### config.mk
export PLATFORM = sky130hd
export DESIGN_NAME = point_axis_rotation_core
export DESIGN_NICKNAME = d
export VERILOG_FILES = /design/src/design/pap_pkg.sv /design/src/design/pap_trig.sv /design/src/design/pap_rotate.sv /design/src/design/point_axis_rotation_core.sv
export SDC_FILE = /design/constraint.sdc
export NUM_CORES = 2
export LEC_CHECK = 0
export BUFFER_PORTS_ARGS = -buffer_cell sky130_fd_sc_hd__clkbuf_2
export CORE_MARGIN = 2
export CORE_UTILIZATION = 35
export CTS_CLUSTER_DIAMETER = 100
export DETAILED_ROUTE_END_ITERATION = 10
export SETUP_SLACK_MARGIN = 0.4
export SYNTH_ARGS = -nofsm -noshare
export SYNTH_HDL_FRONTEND = slang
export SYNTH_HIERARCHICAL = 1
export SYNTH_SLANG_ARGS = --single-unit
### constraint.sdc
create_clock -name clk -period 9.9 [get_ports clk]
set_clock_uncertainty 0.2 [all_clocks]
set_input_delay 0.495 -clock clk [delete_from_list [all_inputs] [get_ports clk]]
set_output_delay 0.495 -clock clk [all_outputs]
set_load 0.02 [all_outputs]
### src/design/pap_pkg.sv
// Shared types and constants for the point axis rotation core.
package pap_pkg;

  localparam int TRIG_WIDTH = 17;
  localparam int Q15_WIDTH  = 15;
  localparam int QW_WIDTH   = 17;
  localparam int QW_PROD_WIDTH = 2 * QW_WIDTH;

  localparam logic [QW_WIDTH-1:0] QW_A    = 17'd102944;
  localparam logic [QW_WIDTH-1:0] QW_B    = 17'd42047;
  localparam logic [QW_WIDTH-1:0] QW_C    = 17'd4640;
  localparam logic [QW_WIDTH-1:0] QW_ONE  = 17'd65536;
  localparam logic [Q15_WIDTH-1:0] Q15_MAX = 15'd32767;

  localparam int CFG_INDEX_WIDTH = 1;
  localparam logic [CFG_INDEX_WIDTH-1:0] REG_ANGLE = 1'd0;
  localparam logic [CFG_INDEX_WIDTH-1:0] REG_AXIS  = 1'd1;

  typedef enum logic [1:0] {
    AXIS_X,
    AXIS_Y,
    AXIS_Z,
    AXIS_NONE
  } axis_t;

  typedef enum logic [1:0] {
    PH_SQUARE,
    PH_INNER,
    PH_MIDDLE,
    PH_OUTER
  } qw_phase_t;

  typedef struct packed {
    logic signed [TRIG_WIDTH-1:0] sin_v;
    logic signed [TRIG_WIDTH-1:0] cos_v;
  } trig_t;

endpackage

### src/design/pap_trig.sv
// Quarter-wave sine unit: evaluates S(f) and S(1-f) on one shared multiplier.
module pap_trig #(
  parameter int ANGLE_WIDTH = 16
) (
  input  logic                            clk,
  input  logic                            rst,
  input  logic                            start,
  input  logic [ANGLE_WIDTH-1:0]          angle,
  output logic                            busy,
  output logic [pap_pkg::Q15_WIDTH-1:0]   sine_f,
  output logic [pap_pkg::Q15_WIDTH-1:0]   sine_r
);

  localparam int QW = pap_pkg::QW_WIDTH;
  localparam int PW = pap_pkg::QW_PROD_WIDTH;

  logic [3:0]    step;
  logic [QW-1:0] x2;
  logic [PW-1:0] prod;

  logic [23:0]   f_wide;
  logic [15:0]   f;
  logic [QW-1:0] u;
  logic [QW-1:0] prod_hi;
  logic [QW-1:0] ma;
  logic [QW-1:0] mb;
  logic [QW:0]   q_sum;
  logic [QW-1:0] q_half;
  logic [pap_pkg::Q15_WIDTH-1:0] q15;

  assign f_wide  = 24'(angle[ANGLE_WIDTH-3:0]) << (26 - ANGLE_WIDTH);
  assign f       = f_wide[23:8];
  assign u       = step[2] ? (pap_pkg::QW_ONE - {1'b0, f}) : {1'b0, f};
  assign prod_hi = prod[32:16];

  always_comb begin
    case (pap_pkg::qw_phase_t'(step[1:0]))
      pap_pkg::PH_SQUARE: begin
        ma = u;
        mb = u;
      end
      pap_pkg::PH_INNER: begin
        ma = pap_pkg::QW_C;
        mb = prod_hi;
      end
      pap_pkg::PH_MIDDLE: begin
        ma = x2;
        mb = pap_pkg::QW_B - prod_hi;
      end
      pap_pkg::PH_OUTER: begin
        ma = u;
        mb = pap_pkg::QW_A - prod_hi;
      end
      default: begin
        ma = u;
        mb = u;
      end
    endcase
  end

  assign q_sum  = {1'b0, prod_hi} + (QW+1)'(1);
  assign q_half = q_sum[QW:1];
  assign q15    = (q_half > QW'(pap_pkg::Q15_MAX)) ? pap_pkg::Q15_MAX
                                                   : q_half[pap_pkg::Q15_WIDTH-1:0];

  always_ff @(posedge clk) begin
    if (rst) begin
      busy   <= 1'b0;
      step   <= '0;
      sine_f <= '0;
      sine_r <= pap_pkg::Q15_MAX;
    end else if (start) begin
      busy <= 1'b1;
      step <= '0;
    end else if (busy) begin
      step <= step + 4'd1;
      if (step == 4'd4) begin
        sine_f <= q15;
      end
      if (step == 4'd8) begin
        sine_r <= q15;
        busy   <= 1'b0;
      end
    end
  end

  always_ff @(posedge clk) begin
    prod <= ma * mb;
    if (pap_pkg::qw_phase_t'(step[1:0]) == pap_pkg::PH_INNER) begin
      x2 <= prod_hi;
    end
  end

endmodule

### src/design/pap_rotate.sv
// Point datapath: input register, product register, rounded result register.
module pap_rotate #(
  parameter int COORD_WIDTH = 16
) (
  input  logic                          clk,
  input  logic                          rst,
  input  logic                          hold_input,
  input  pap_pkg::axis_t                axis,
  input  pap_pkg::trig_t                trig,
  input  logic                          in_valid,
  output logic                          in_stall,
  input  logic signed [COORD_WIDTH-1:0] in_x,
  input  logic signed [COORD_WIDTH-1:0] in_y,
  input  logic signed [COORD_WIDTH-1:0] in_z,
  input  logic                          last_point,
  output logic                          out_valid,
  input  logic                          out_stall,
  output logic signed [COORD_WIDTH-1:0] out_x,
  output logic signed [COORD_WIDTH-1:0] out_y,
  output logic signed [COORD_WIDTH-1:0] out_z,
  output logic                          last_out
);

  localparam int TW = pap_pkg::TRIG_WIDTH;
  localparam int PW = COORD_WIDTH + TW;
  localparam int SW = PW + 1;

  logic                          v1;
  logic signed [COORD_WIDTH-1:0] x1;
  logic signed [COORD_WIDTH-1:0] y1;
  logic signed [COORD_WIDTH-1:0] z1;
  logic                          last1;

  logic                          v2;
  logic signed [PW-1:0]          prod_ac;
  logic signed [PW-1:0]          prod_bs;
  logic signed [PW-1:0]          prod_as;
  logic signed [PW-1:0]          prod_bc;
  logic signed [COORD_WIDTH-1:0] pass2;
  logic                          last2;

  logic adv1;
  logic adv2;
  logic adv3;
  logic accept;

  logic signed [COORD_WIDTH-1:0] op_a;
  logic signed [COORD_WIDTH-1:0] op_b;
  logic signed [COORD_WIDTH-1:0] op_p;
  logic signed [TW-1:0]          c_eff;
  logic signed [TW-1:0]          s_eff;

  logic signed [SW-1:0]          sum_a;
  logic signed [SW-1:0]          sum_b;
  logic signed [COORD_WIDTH-1:0] res_a;
  logic signed [COORD_WIDTH-1:0] res_b;

  function automatic logic signed [COORD_WIDTH-1:0] round_sat(input logic signed [SW-1:0] acc);
    logic signed [SW-1:0] r;
    logic [SW-COORD_WIDTH:0] top;
    begin
      r   = (acc + SW'(16384)) >>> 15;
      top = r[SW-1:COORD_WIDTH-1];
      if (top == '0 || top == '1) begin
        round_sat = r[COORD_WIDTH-1:0];
      end else if (r[SW-1]) begin
        round_sat = {1'b1, {(COORD_WIDTH-1){1'b0}}};
      end else begin
        round_sat = {1'b0, {(COORD_WIDTH-1){1'b1}}};
      end
    end
  endfunction

  assign adv3     = !out_valid || !out_stall;
  assign adv2     = !v2 || adv3;
  assign adv1     = !v1 || adv2;
  assign in_stall = hold_input || !adv1;
  assign accept   = in_valid && !in_stall;

  always_comb begin
    c_eff = trig.cos_v;
    s_eff = trig.sin_v;
    op_a  = x1;
    op_b  = y1;
    op_p  = z1;
    case (axis)
      pap_pkg::AXIS_X: begin
        op_a = y1;
        op_b = z1;
        op_p = x1;
      end
      pap_pkg::AXIS_Y: begin
        op_a  = x1;
        op_b  = z1;
        op_p  = y1;
        s_eff = -trig.sin_v;
      end
      pap_pkg::AXIS_Z: begin
        op_a = x1;
        op_b = y1;
        op_p = z1;
      end
      default: begin
        c_eff = TW'(32768);
        s_eff = '0;
      end
    endcase
  end

  assign sum_a = SW'(prod_ac) + SW'(prod_bs);
  assign sum_b = SW'(prod_bc) - SW'(prod_as);
  assign res_a = round_sat(sum_a);
  assign res_b = round_sat(sum_b);

  always_ff @(posedge clk) begin
    if (rst) begin
      v1        <= 1'b0;
      v2        <= 1'b0;
      out_valid <= 1'b0;
    end else begin
      if (adv1) begin
        v1 <= accept;
      end
      if (adv2) begin
        v2 <= v1;
      end
      if (adv3) begin
        out_valid <= v2;
      end
    end
  end

  always_ff @(posedge clk) begin
    if (accept) begin
      x1    <= in_x;
      y1    <= in_y;
      z1    <= in_z;
      last1 <= last_point;
    end
    if (adv2 && v1) begin
      prod_ac <= PW'(op_a) * PW'(c_eff);
      prod_bs <= PW'(op_b) * PW'(s_eff);
      prod_as <= PW'(op_a) * PW'(s_eff);
      prod_bc <= PW'(op_b) * PW'(c_eff);
      pass2   <= op_p;
      last2   <= last1;
    end
    if (adv3 && v2) begin
      last_out <= last2;
      case (axis)
        pap_pkg::AXIS_X: begin
          out_x <= pass2;
          out_y <= res_a;
          out_z <= res_b;
        end
        pap_pkg::AXIS_Y: begin
          out_x <= res_a;
          out_y <= pass2;
          out_z <= res_b;
        end
        default: begin
          out_x <= res_a;
          out_y <= res_b;
          out_z <= pass2;
        end
      endcase
    end
  end

endmodule

### src/design/point_axis_rotation_core.sv
// Top level of the point axis rotation core: configuration registers, trig unit, datapath.
// Rotates Q7.8 points about the x, y or z axis by a binary angle, one point per clock
// while out_stall is low, through three registers (input register, product register,
// result register; four signed multipliers work in parallel). Sine and cosine are held
// in registers and recomputed by a small unit with one shared multiplier after each
// angle write: in_stall stays high in the write cycle and while it works. Axis writes
// take effect at once. Writing axis code three passes points through unchanged.
module point_axis_rotation_core #(
  parameter int COORD_WIDTH = 16,
  parameter int ANGLE_WIDTH = 16
) (
  input  logic                                  clk,
  input  logic                                  rst,
  input  logic                                  cfg_write,
  input  logic [pap_pkg::CFG_INDEX_WIDTH-1:0]   cfg_index,
  input  logic [ANGLE_WIDTH-1:0]                cfg_data,
  input  logic                                  in_valid,
  output logic                                  in_stall,
  input  logic signed [COORD_WIDTH-1:0]         in_x,
  input  logic signed [COORD_WIDTH-1:0]         in_y,
  input  logic signed [COORD_WIDTH-1:0]         in_z,
  input  logic                                  last_point,
  output logic                                  out_valid,
  input  logic                                  out_stall,
  output logic signed [COORD_WIDTH-1:0]         out_x,
  output logic signed [COORD_WIDTH-1:0]         out_y,
  output logic signed [COORD_WIDTH-1:0]         out_z,
  output logic                                  last_out
);

  localparam int TW = pap_pkg::TRIG_WIDTH;

  logic [ANGLE_WIDTH-1:0]        rotation_angle;
  pap_pkg::axis_t                rotation_axis;

  logic                          angle_write;
  logic                          trig_busy;
  logic [pap_pkg::Q15_WIDTH-1:0] sine_f;
  logic [pap_pkg::Q15_WIDTH-1:0] sine_r;
  logic signed [TW-1:0]          sf_pos;
  logic signed [TW-1:0]          sr_pos;
  logic [1:0]                    quad;
  pap_pkg::trig_t                trig;

  assign angle_write = cfg_write && (cfg_index == pap_pkg::REG_ANGLE);

  always_ff @(posedge clk) begin
    if (rst) begin
      rotation_angle <= '0;
      rotation_axis  <= pap_pkg::AXIS_X;
    end else if (cfg_write) begin
      case (cfg_index)
        pap_pkg::REG_ANGLE: rotation_angle <= cfg_data;
        pap_pkg::REG_AXIS:  rotation_axis  <= pap_pkg::axis_t'(cfg_data[1:0]);
        default: begin
        end
      endcase
    end
  end

  pap_trig #(
    .ANGLE_WIDTH(ANGLE_WIDTH)
  ) u_trig (
    .clk   (clk),
    .rst   (rst),
    .start (angle_write),
    .angle (rotation_angle),
    .busy  (trig_busy),
    .sine_f(sine_f),
    .sine_r(sine_r)
  );

  assign sf_pos = $signed({2'b00, sine_f});
  assign sr_pos = $signed({2'b00, sine_r});
  assign quad   = rotation_angle[ANGLE_WIDTH-1:ANGLE_WIDTH-2];

  always_comb begin
    case (quad)
      2'd0: begin
        trig.sin_v = sf_pos;
        trig.cos_v = sr_pos;
      end
      2'd1: begin
        trig.sin_v = sr_pos;
        trig.cos_v = -sf_pos;
      end
      2'd2: begin
        trig.sin_v = -sf_pos;
        trig.cos_v = -sr_pos;
      end
      default: begin
        trig.sin_v = -sr_pos;
        trig.cos_v = sf_pos;
      end
    endcase
  end

  pap_rotate #(
    .COORD_WIDTH(COORD_WIDTH)
  ) u_rotate (
    .clk       (clk),
    .rst       (rst),
    .hold_input(trig_busy || angle_write),
    .axis      (rotation_axis),
    .trig      (trig),
    .in_valid  (in_valid),
    .in_stall  (in_stall),
    .in_x      (in_x),
    .in_y      (in_y),
    .in_z      (in_z),
    .last_point(last_point),
    .out_valid (out_valid),
    .out_stall (out_stall),
    .out_x     (out_x),
    .out_y     (out_y),
    .out_z     (out_z),
    .last_out  (last_out)
  );

endmodule
==> impl_summary.md <==
Run status
The flow ran to the end, and the final reports show no timing, DRC or antenna violations.

Routing
Summed over all layers, the routed wires come to between 200,000 and 250,000 um. The first-pass detailed-route iteration total is 6. The number of nets with antenna violations after detailed routing is 0.

The number of vias after detailed routing is around 54,000. The average routed wire per standard cell is 21.4 um. The DRC violation count after routing is 0. Using the TritonRoute via totals, the vias-per-cell ratio works out to between 5 and 6. The number of design-rule violations left by the first detailed-router iteration is 4,299.

GRT
The total overflow left after global routing is 0. The number of global-route vias before repair is approximately 56,000. Global routing used ~23% of the available tracks across all layers.

The largest net degree at the start of global routing is 150. The number of antenna violations at the first check in global routing is 4. The first global-routing pass estimated between 300,000 and 400,000 um of wire.

CTS
The H-tree was split into 2 levels. Buffers inserted during clock tree synthesis total between 40 and 50. The CTS clock-pin slew for the worst setup and hold paths is roughly 0.06 ns. The insertion delay to the later sink of the worst-skew pair is approximately 0.65 ns. In this run the deepest clock path goes through 3 buffers. TritonCTS built the clock tree. Clock tree synthesis found a total of 337 sinks. The tree is rooted in a sky130_fd_sc_hd__clkbuf_16.

Die
The vertical die dimension is 447 um. The top-level port count is between 100 and 150. The floorplan die area is approximately 200,000 um^2. The width of the die is about 450 um. The area of the core region is a little under 200,000 um^2. The number of placement rows is around 160. Once the floorplan was initialized, standard cells occupied about a third of the core.

Hold path
The worst hold path begins at rst. The path class of the lowest-slack min-delay path is input pin to flip-flop.

Critical path
The kind of end point of the critical path is a flip-flop. The worst setup path is of the flip-flop to flip-flop kind. The capture point of the worst reg-to-reg path is u_rotate/prod_as[32]$_DFFE_PP_. In this run the worst setup path begins at u_trig/sine_r[1]$_SDFFE_PP1P_. The maximum net fanout on the critical path is 8.

By instance count, the cell type seen most on the critical path is sky130_fd_sc_hd__fa_1. At the worst endpoint, the required time is a little over 10 ns. The arrival time at the worst endpoint is between 9 and 10 ns. The type of element launching the critical path is a flip-flop. Counting cells, the worst reg-to-reg path comes to 33. The worst register-to-register path has a setup slack of around 0.61 ns. The largest individual stage delay along the critical path comes from the cell sky130_fd_sc_hd__fa_1. On the worst path, the slowest cell contributes a delay of 0.58 ns. In this run the critical register-to-register path is launched from u_trig/sine_r[1]$_SDFFE_PP1P_.

In this run the worst setup path terminates at u_rotate/prod_as[32]$_DFFE_PP_.

Timing
In this run the tightest slew margin relative to its limit is around 6.9%. The worst hold slack after final layout is ~0.22 ns. The number of setup violations in the final report is 0. Setup repair after global routing could not meet its margin everywhere. The pin slew with the least headroom to its limit is approximately 1.4 ns. The final cycle utilization of the critical path is a little over nine tenths. The sum of negative setup slack is 0 ns. The number of pins exceeding their max-slew limit in the final report came to 0.

The final period demand of the worst path is ~9.3 ns. The number of hold violations in the final report was 0. The fmax is approximately 0.11 GHz.

Synthesis
The net count after synthesis is about 9,500. The number of synthesized flops with an enable pin is 264. The number of distinct library cells after synthesis is 97. Among all flip-flop cells after synthesis, the most frequent one is sky130_fd_sc_hd__edfxtp_1.

The cell area that synthesis handed to floorplanning was about 69,000 um^2. The total of flip-flops plus latches after synthesis is 337. The sequential cell area fraction in the yosys report is roughly 14%. For this run, the number of Yosys warnings is 6.

The post-synthesis area per instance is around 9 um^2. The post-synthesis cell count is roughly 7,600. The share of flip-flops with an asynchronous set or reset is 0%.

Finish
The library cells used most frequently in the layout, excluding fill and tap cells, are sky130_fd_sc_hd__inv_1, sky130_fd_sc_hd__fa_1, sky130_fd_sc_hd__nand2_1, sky130_fd_sc_hd__nor2_1, sky130_fd_sc_hd__ha_1. The share of layout cells above drive strength 1 is around 10%. The utilization of the core after routing is between 30% and 40%. The library cell used most frequently in the layout, excluding fill and tap cells, is sky130_fd_sc_hd__inv_1. The area growth from synthesis to layout is 12.5%. The finished layout holds approximately 11,000 standard cells, fillers aside. The post-layout net count is ~10,000.

Place
The final weighted congestion in routability-driven placement is 0.994. The port buffer count is about 120. Once placement completed, the tool counted placed cells totaling roughly 10,000. The half-perimeter wire length after placement is 181,000 um.

Run
Max-cap violations in this run came to 0.
==> cell usage after synthesis, types with 9 or more instances <==
cell type | instances | share of area [%]
sky130_fd_sc_hd__inv_1 | 1619 | 8.9
sky130_fd_sc_hd__fa_1 | 1325 | 39
sky130_fd_sc_hd__nand2_1 | 1042 | 5.7
sky130_fd_sc_hd__nor2_1 | 732 | 4.0
sky130_fd_sc_hd__ha_1 | 578 | 11
sky130_fd_sc_hd__clkbuf_1 | 276 | 1.5
sky130_fd_sc_hd__edfxtp_1 | 264 | 12
sky130_fd_sc_hd__a21oi_1 | 196 | 1.4
sky130_fd_sc_hd__xnor2_1 | 177 | 2.3
sky130_fd_sc_hd__o21ai_0 | 124 | 0.90
sky130_fd_sc_hd__and2_1 | 101 | 0.92
sky130_fd_sc_hd__a21o_1 | 76 | 0.83
sky130_fd_sc_hd__xor2_1 | 74 | 0.94
sky130_fd_sc_hd__dfxtp_1 | 73 | 2.1
sky130_fd_sc_hd__mux2i_1 | 70 | 1.0
sky130_fd_sc_hd__nand3_1 | 68 | 0.50
sky130_fd_sc_hd__nor3_1 | 65 | 0.47
sky130_fd_sc_hd__a211oi_1 | 53 | 0.58
sky130_fd_sc_hd__nand2b_1 | 42 | 0.38
sky130_fd_sc_hd__o211ai_1 | 42 | 0.46
sky130_fd_sc_hd__nor2b_1 | 39 | 0.36
sky130_fd_sc_hd__o21a_1 | 33 | 0.36
sky130_fd_sc_hd__and3_1 | 31 | 0.28
sky130_fd_sc_hd__or3_1 | 29 | 0.26
sky130_fd_sc_hd__o31ai_1 | 26 | 0.28
sky130_fd_sc_hd__a211o_1 | 24 | 0.31
sky130_fd_sc_hd__or2_2 | 21 | 0.19
sky130_fd_sc_hd__mux2_2 | 19 | 0.31
sky130_fd_sc_hd__buf_2 | 18 | 0.13
sky130_fd_sc_hd__buf_1 | 17 | 0.093
sky130_fd_sc_hd__nor4_1 | 17 | 0.15
sky130_fd_sc_hd__nand4_1 | 16 | 0.15
sky130_fd_sc_hd__o21bai_1 | 15 | 0.16
sky130_fd_sc_hd__o2111ai_1 | 14 | 0.18
sky130_fd_sc_hd__a22oi_1 | 13 | 0.14
sky130_fd_sc_hd__o31a_1 | 13 | 0.17
sky130_fd_sc_hd__o41ai_1 | 13 | 0.17
sky130_fd_sc_hd__a31oi_1 | 12 | 0.11
sky130_fd_sc_hd__or4_1 | 12 | 0.13
sky130_fd_sc_hd__a221oi_1 | 11 | 0.14
sky130_fd_sc_hd__o21ai_1 | 11 | 0.080
sky130_fd_sc_hd__a211oi_2 | 9 | 0.16
==> state kept, by name, summed over array words and instances, names as in the netlist, 17 cells and up <==
register          cells
u_rotate/prod_ac     33
u_rotate/prod_as     33
u_rotate/prod_bc     33
u_rotate/prod_bs     33
u_trig/prod          17
u_trig/x2            17
==> layer usage <==
layer / vias to the layer above / global-route usage [%] / wire length (um)
li1: 23900 / - / -
met1: 27300 / 28.5 / 87600
met2: 2216 / 37.0 / 102000
met3: 550 / 4.33 / 18100
met4: 6 / 13.8 / 17100
met5: - / 0 / 34
==> what timing repair did <==
item,CTS,global route
pin swaps,7,39
setup buffers,3,32
cloned,0,1
resized for setup,24,92
hold buffers,69,0
endpoints found under the setup margin,9,31
hold endpoints to repair,68,0
==> metrics by stage <==
stage	area [um^2]	worst slack (ns)
6_report	77200	0.608
3_3_place_gp	74200	0.0854
5_1_grt	77200	0.237
4_1_cts	76600	0.411
3_5_place_dp	74200	0.100
2_1_floorplan	68700	0.405
==> logic make-up (layout without fill, tap and decap cells) <==
kind of cell / count (synthesis) / count (layout) / synth area share [%]
other: 0 / 1 / 0
buffers and inverters: 1939 / 2281 / 10.7
AO/OA/AOI/OAI: 786 / 786 / 7.91
XOR/XNOR: 252 / 252 / 3.23
multiplexers: 91 / 91 / 1.40
adder cells (fa/ha/maj): 1903 / 1903 / 49.2
flip-flops: 337 / 337 / 13.7
AND/OR/NAND/NOR: 2248 / 2248 / 13.9
==> critical path: cells and delay by family (launching register included) <==
| kind | cells | cell delay (ns) |
|---|---|---|
| AND/OR/NAND/NOR | 10 | 2.93 |
| flip-flops | 1 | 0.31 |
| adder cells (fa/ha/maj) | 7 | 3.23 |
| buffers and inverters | 7 | 0.86 |
| XOR/XNOR | 1 | 0.08 |
| multiplexers | 1 | 0.20 |
| AO/OA/AOI/OAI | 7 | 1.25 |
==> how the worst min path moves through the flow <==
stage | end | slack [ns] | cells after the start
floorplan | u_rotate/last2$_DFFE_PP_ | 0.20 | 0
global placement | u_rotate/last2$_DFFE_PP_ | 0.22 | 0
detailed placement | u_rotate/last_out$_DFFE_PP_ | 0.21 | 0
CTS | u_rotate/v1$_SDFFE_PP0N_ | 0.20 | 3
global route | u_rotate/last_out$_DFFE_PP_ | 0.24 | 0
finish | u_rotate/v1$_SDFFE_PP0N_ | 0.22 | 3
==> final cells by class <==
class	instances	area [um^2]
clock buffer	57	1270
timing repair buffer	578	4410
fill	19400	118000
multi-input combinational	5280	52500
antenna	1	2.50
inverter	1623	6100
sequential	337	9400
clock inverter	23	239
tap	2624	3280
Power is left out: the tool's default activity adds up to more than one toggle a clock period on the data nets, which glitch-free logic cannot reach.
